===== config.mk =====
export PLATFORM = sky130hd
export DESIGN_NAME = hvh_ctrl
export DESIGN_NICKNAME = d
export VERILOG_FILES = /design/src/design/hvh_pkg.sv /design/src/design/hvh_ctrl.sv
export SDC_FILE = /design/constraint.sdc
export NUM_CORES = 1
export LEC_CHECK = 0
export BUFFER_PORTS_ARGS = -buffer_cell sky130_fd_sc_hd__buf_2
export CORE_MARGIN = 2
export CORE_UTILIZATION = 24
export CTS_BUF_LIST = sky130_fd_sc_hd__clkbuf_8 sky130_fd_sc_hd__clkbuf_16
export DETAILED_ROUTE_END_ITERATION = 10
export PLACE_DENSITY_LB_ADDON = 0.3
export SYNTH_ARGS = -nofsm -noshare
export SYNTH_HDL_FRONTEND = slang
export SYNTH_SLANG_ARGS = --single-unit

===== constraint.sdc =====
create_clock -name clk -period 3.52 [get_ports clk]
set_input_delay 0.352 -clock clk [delete_from_list [all_inputs] [get_ports clk]]
set_output_delay 0.352 -clock clk [all_outputs]
set_load 0.05 [all_outputs]

===== src/design/hvh_pkg.sv =====
// ---------------------------------------------------------------------------
// hvh_pkg
// Types and constants shared by the controller, the datapath and the checker.
// ---------------------------------------------------------------------------
package hvh_pkg;

  // Fixed field widths.
  localparam int OP_W     = 2;
  localparam int VALUE_W  = 32;
  localparam int COUNT_W  = 32;
  localparam int DIST_W   = 11;
  localparam int STATUS_W = 2;
  localparam int CFG_W    = 4;
  localparam int LOG_W    = 5;

  // Fibonacci hashing multiplier and the word width the hash is taken over.
  localparam logic [VALUE_W-1:0] HASH_MUL  = 32'd2654435769;
  localparam logic [5:0]         WORD_BITS = 6'd32;

  // Saturation limits.
  localparam logic [COUNT_W-1:0] COUNT_MAX = {COUNT_W{1'b1}};
  localparam logic [DIST_W-1:0]  DIST_MAX  = {DIST_W{1'b1}};

  // Table size register lower limit and reset value.
  localparam logic [LOG_W-1:0] LOG_MIN   = 5'd4;
  localparam logic [CFG_W-1:0] LOG_RESET = 4'd10;

  // Operation codes.
  localparam logic [OP_W-1:0] OP_INSERT = 2'd0;
  localparam logic [OP_W-1:0] OP_FETCH  = 2'd1;
  localparam logic [OP_W-1:0] OP_CLEAR  = 2'd2;
  localparam logic [OP_W-1:0] OP_NONE   = 2'd3;

  // Result status codes.
  localparam logic [STATUS_W-1:0] ST_OK        = 2'd0;
  localparam logic [STATUS_W-1:0] ST_FULL      = 2'd1;
  localparam logic [STATUS_W-1:0] ST_EXHAUSTED = 2'd2;

  // Controller states.
  typedef enum logic [2:0] {
    S_INIT,
    S_IDLE,
    S_HASH,
    S_PROBE,
    S_FETCH,
    S_SCAN,
    S_CLEAR
  } state_t;

  // Kind of result to register.
  typedef enum logic [2:0] {
    RES_INSERT,
    RES_FULL,
    RES_FETCH,
    RES_EXHAUSTED,
    RES_CLEAR
  } res_t;

  // Commands from the controller to the datapath.
  typedef struct packed {
    logic load_item;
    logic probe_start;
    logic probe_next;
    logic ins_write;
    logic fetch_read;
    logic sweep_step;
    logic clear_regs;
    logic res_en;
    res_t res_kind;
  } cmd_t;

  // Status from the datapath to the controller.
  typedef struct packed {
    logic slot_empty;
    logic key_match;
    logic probe_last;
    logic fp_end;
    logic sweep_last;
  } sts_t;

endpackage


===== src/design/hvh_ctrl.sv =====
// ---------------------------------------------------------------------------
// hvh_ctrl
// Sequencer for insert probes, fetch scans and table clearing sweeps.
// ---------------------------------------------------------------------------
module hvh_ctrl (
  input  logic                        clk,
  input  logic                        rst,
  input  logic                        start,
  input  logic [hvh_pkg::OP_W-1:0]    op,
  input  hvh_pkg::sts_t               sts,
  output hvh_pkg::cmd_t               cmd,
  output logic                        busy
);

  hvh_pkg::state_t state;
  hvh_pkg::state_t state_next;

  // State register; reset starts a clearing sweep of the table.
  always_ff @(posedge clk) begin
    if (rst) begin
      state <= hvh_pkg::S_INIT;
    end else begin
      state <= state_next;
    end
  end

  assign busy = (state != hvh_pkg::S_IDLE);

  // Next state.
  always_comb begin
    state_next = state;
    case (state)
      hvh_pkg::S_INIT: begin
        if (sts.sweep_last) state_next = hvh_pkg::S_IDLE;
      end
      hvh_pkg::S_IDLE: begin
        if (start) begin
          case (op)
            hvh_pkg::OP_INSERT: state_next = hvh_pkg::S_HASH;
            hvh_pkg::OP_FETCH:  state_next = hvh_pkg::S_FETCH;
            hvh_pkg::OP_CLEAR:  state_next = hvh_pkg::S_CLEAR;
            default:            state_next = hvh_pkg::S_IDLE;
          endcase
        end
      end
      hvh_pkg::S_HASH: begin
        state_next = hvh_pkg::S_PROBE;
      end
      hvh_pkg::S_PROBE: begin
        if (sts.slot_empty || sts.key_match || sts.probe_last) begin
          state_next = hvh_pkg::S_IDLE;
        end
      end
      hvh_pkg::S_FETCH: begin
        state_next = sts.fp_end ? hvh_pkg::S_IDLE : hvh_pkg::S_SCAN;
      end
      hvh_pkg::S_SCAN: begin
        if (!sts.slot_empty || sts.fp_end) state_next = hvh_pkg::S_IDLE;
      end
      hvh_pkg::S_CLEAR: begin
        if (sts.sweep_last) state_next = hvh_pkg::S_IDLE;
      end
      default: state_next = hvh_pkg::S_IDLE;
    endcase
  end

  // Commands to the datapath.
  always_comb begin
    cmd = '0;
    cmd.res_kind = hvh_pkg::RES_INSERT;
    case (state)
      hvh_pkg::S_INIT: begin
        cmd.sweep_step = 1'b1;
        cmd.clear_regs = sts.sweep_last;
      end
      hvh_pkg::S_IDLE: begin
        cmd.load_item = start;
      end
      hvh_pkg::S_HASH: begin
        cmd.probe_start = 1'b1;
      end
      hvh_pkg::S_PROBE: begin
        if (sts.slot_empty || sts.key_match) begin
          cmd.ins_write = 1'b1;
          cmd.res_en    = 1'b1;
          cmd.res_kind  = hvh_pkg::RES_INSERT;
        end else if (sts.probe_last) begin
          cmd.res_en    = 1'b1;
          cmd.res_kind  = hvh_pkg::RES_FULL;
        end else begin
          cmd.probe_next = 1'b1;
        end
      end
      hvh_pkg::S_FETCH: begin
        if (sts.fp_end) begin
          cmd.res_en   = 1'b1;
          cmd.res_kind = hvh_pkg::RES_EXHAUSTED;
        end else begin
          cmd.fetch_read = 1'b1;
        end
      end
      hvh_pkg::S_SCAN: begin
        if (!sts.slot_empty) begin
          cmd.res_en   = 1'b1;
          cmd.res_kind = hvh_pkg::RES_FETCH;
        end else if (sts.fp_end) begin
          cmd.res_en   = 1'b1;
          cmd.res_kind = hvh_pkg::RES_EXHAUSTED;
        end else begin
          cmd.fetch_read = 1'b1;
        end
      end
      hvh_pkg::S_CLEAR: begin
        cmd.sweep_step = 1'b1;
        if (sts.sweep_last) begin
          cmd.clear_regs = 1'b1;
          cmd.res_en     = 1'b1;
          cmd.res_kind   = hvh_pkg::RES_CLEAR;
        end
      end
      default: begin
        cmd = '0;
      end
    endcase
  end

endmodule


==> metrics.txt <==
Setup CP Type=reg2out; slew of the pin with the lowest slew margin=0.453 ns; cell count after synthesis=56; number of flops mapped to enable cells by yosys=0; crit path launch type=flop; antenna viol nets, final=0; Remaining Overflow, GRT=0; layout cells sized above 1=43.0%; Rel. slew slack=69.8%; Final Slew Violations=0; gpl congestion=0.696; vias in the first global route=410; Final nets=93; Final min period=2.00 ns; Worst Hold End=state[0]; Placed Cells=100; Yosys warnings=0; period utilization=56.8%; PwrDens=432 mW/mm^2; drt total wl=973 um; worst-path fanout max=10; r2r startpoint=state[2]; first-pass GRT wire length=1670 um; Port-buffer cells=21; Worst Skew=0.00457 ns; CTS buffer count=3; Max VDD drop=0.126 mV; fmax=0.500 GHz; Largest register FFs=3; RSZ-0062 raised after global routing=no; average wire per standard cell=9.36 um; Power Total=263 uW; CTS Buffer Depth=2; Post-CTS Hold Buffers=0; htree depth=1; Hold WC Path Type=in2reg; Detailed Route Iter0 Violations=3; Reg-to-Reg End=state[1]; Post-CTS Setup Bufs=0; top_reg_cell synth=dfxtp_1; DRT Pass-1 Iters=2; Root Driver=clkbuf_8; n_diodes=0; dpl hpwl=782 um; Initial Util=25.5%; TritonCTS clock tree=done; utilization after layout=34.8%; via count=452; largest net degree at the start of global routing=12; worst reg-to-reg setup slack=2.12 ns; Critical Path AT=1.65 ns; Final Hold Viols=0; Largest Register=state; Synth area leader=dfxtp_1; Sink Count=3; Synth top area share=13.5%; post_cts resized=0; count leader, synth=nor2_1; I/O pins=22; Regs by FF count=state x3; DR vias/cell=4.35; outcome=complete, no violations; Min-Delay Startpoint=rst; initial antenna violation count=0; cell area after synthesis=445 sq um; Global Route Usage Sum=10.5%; worst hold slack=0.346 ns; worst endpoint required time=3.17 ns; die area=0.00222 sq mm; total of max-cap violations=0; width of the chip=47.1 um; Synth async-reset ratio=0%; P&R area growth vs syn=36.5%; leak pwr=0.000305 uW; post-synthesis net count=69; Std-Cell Rows=15; crit path capture type=output port; number of synthesized register bits=3; final std cells w/o fill=104; Worst-Skew Late Latency=0.22 ns; Seq/Total Area, Yosys=13.5%; WHS Path Cells=2; Worst-path clk slew=0.03 ns; most common library cells after synthesis=nor2_1 (10), nand2_1 (4), nor3_1 (4); DRC violations left=0; Die Y=47.1 um; core area=0.00175 sq mm; Setup violations, final=0; Distinct cells, synth=30; cell depth of the worst flop-to-flop path=4; final setup TNS=0 ns; mean post-synth cell area=7.95 sq um; synth top area cells=dfxtp_1 (13%), ha_1 (8.4%), nor2_1 (8.4%)
[worst max-delay path by stage]
stage / end / startpoint / slack (ns) / cells after the start
after detailed placement: cmd[3] / state[0] / 1.75 / 3
after floorplan: cmd[4] / state[2] / 0.90 / 4
after global routing: cmd[3] / state[2] / 1.42 / 5
after global placement: cmd[3] / state[0] / 1.76 / 3
after CTS: cmd[3] / state[0] / 1.52 / 3
final: cmd[3] / state[0] / 1.52 / 3
[power breakdown]
group	internal (uW)	switching, uW
Combinational	41.2	74.8
Clock	74.3	23.8
Sequential	38.1	10.5
Total	154	109
[critical path, cell delays in order, from the launching register on]
cell and delay (ns):
dfxtp_1 0.59, and4b_2 0.29, or3_1 0.33, buf_2 0.21
[layer usage]
layer	vias to the layer above	part of all wire, %	track usage, %
met4	0	0	5.00
met2	8	48	17.3
met3	0	3.6	1.15
met5	-	0	0
li1	237	-	-
met1	207	48	13.5
[area by class of cell]
class,instances,area [sq um]
fillers,204,1140
multi-input cells,48,355
repair buffers,21,105
flip-flops and latches,3,60.1
clock buffers,3,41.3
well taps,25,31.3
inverters,3,11.3
clock inverters,1,3.75
[cells in the final DEF, fill, tap and decap left out, types with 2 or more instances in the layout]
cell type   n
buf_2      21
nor2_1     10
inv_1       4
nand2_1     4
nor3_1      4
ha_1        3
clkbuf_8    3
dfxtp_1     3
or2_1       2
and2b_4     2
nor3b_1     2
o21ai_0     2
mux2i_1     2
[stage by stage]
| step | worst slack, ns | area, sq um |
|---|---|---|
| after global routing | 1.42 | 608 |
| after global placement | 1.76 | 563 |
| after detailed placement | 1.75 | 563 |
| after CTS | 1.52 | 608 |
| after floorplan | 0.903 | 445 |
| final | 1.52 | 608 |
[cells by family (layout without fill, tap and decap cells)]
kind of cell	Yosys count	after routing	share of synthesized area [%]
AO/OA/AOI/OAI	6	6	9.27
AND/OR/NAND/NOR	37	37	57.6
flip-flops	3	3	13.5
multiplexers	2	2	4.49
buffers and inverters	5	28	6.74
adder cells (fa/ha/maj)	3	3	8.43
Note: power is estimated with default switching activity, not from simulation.
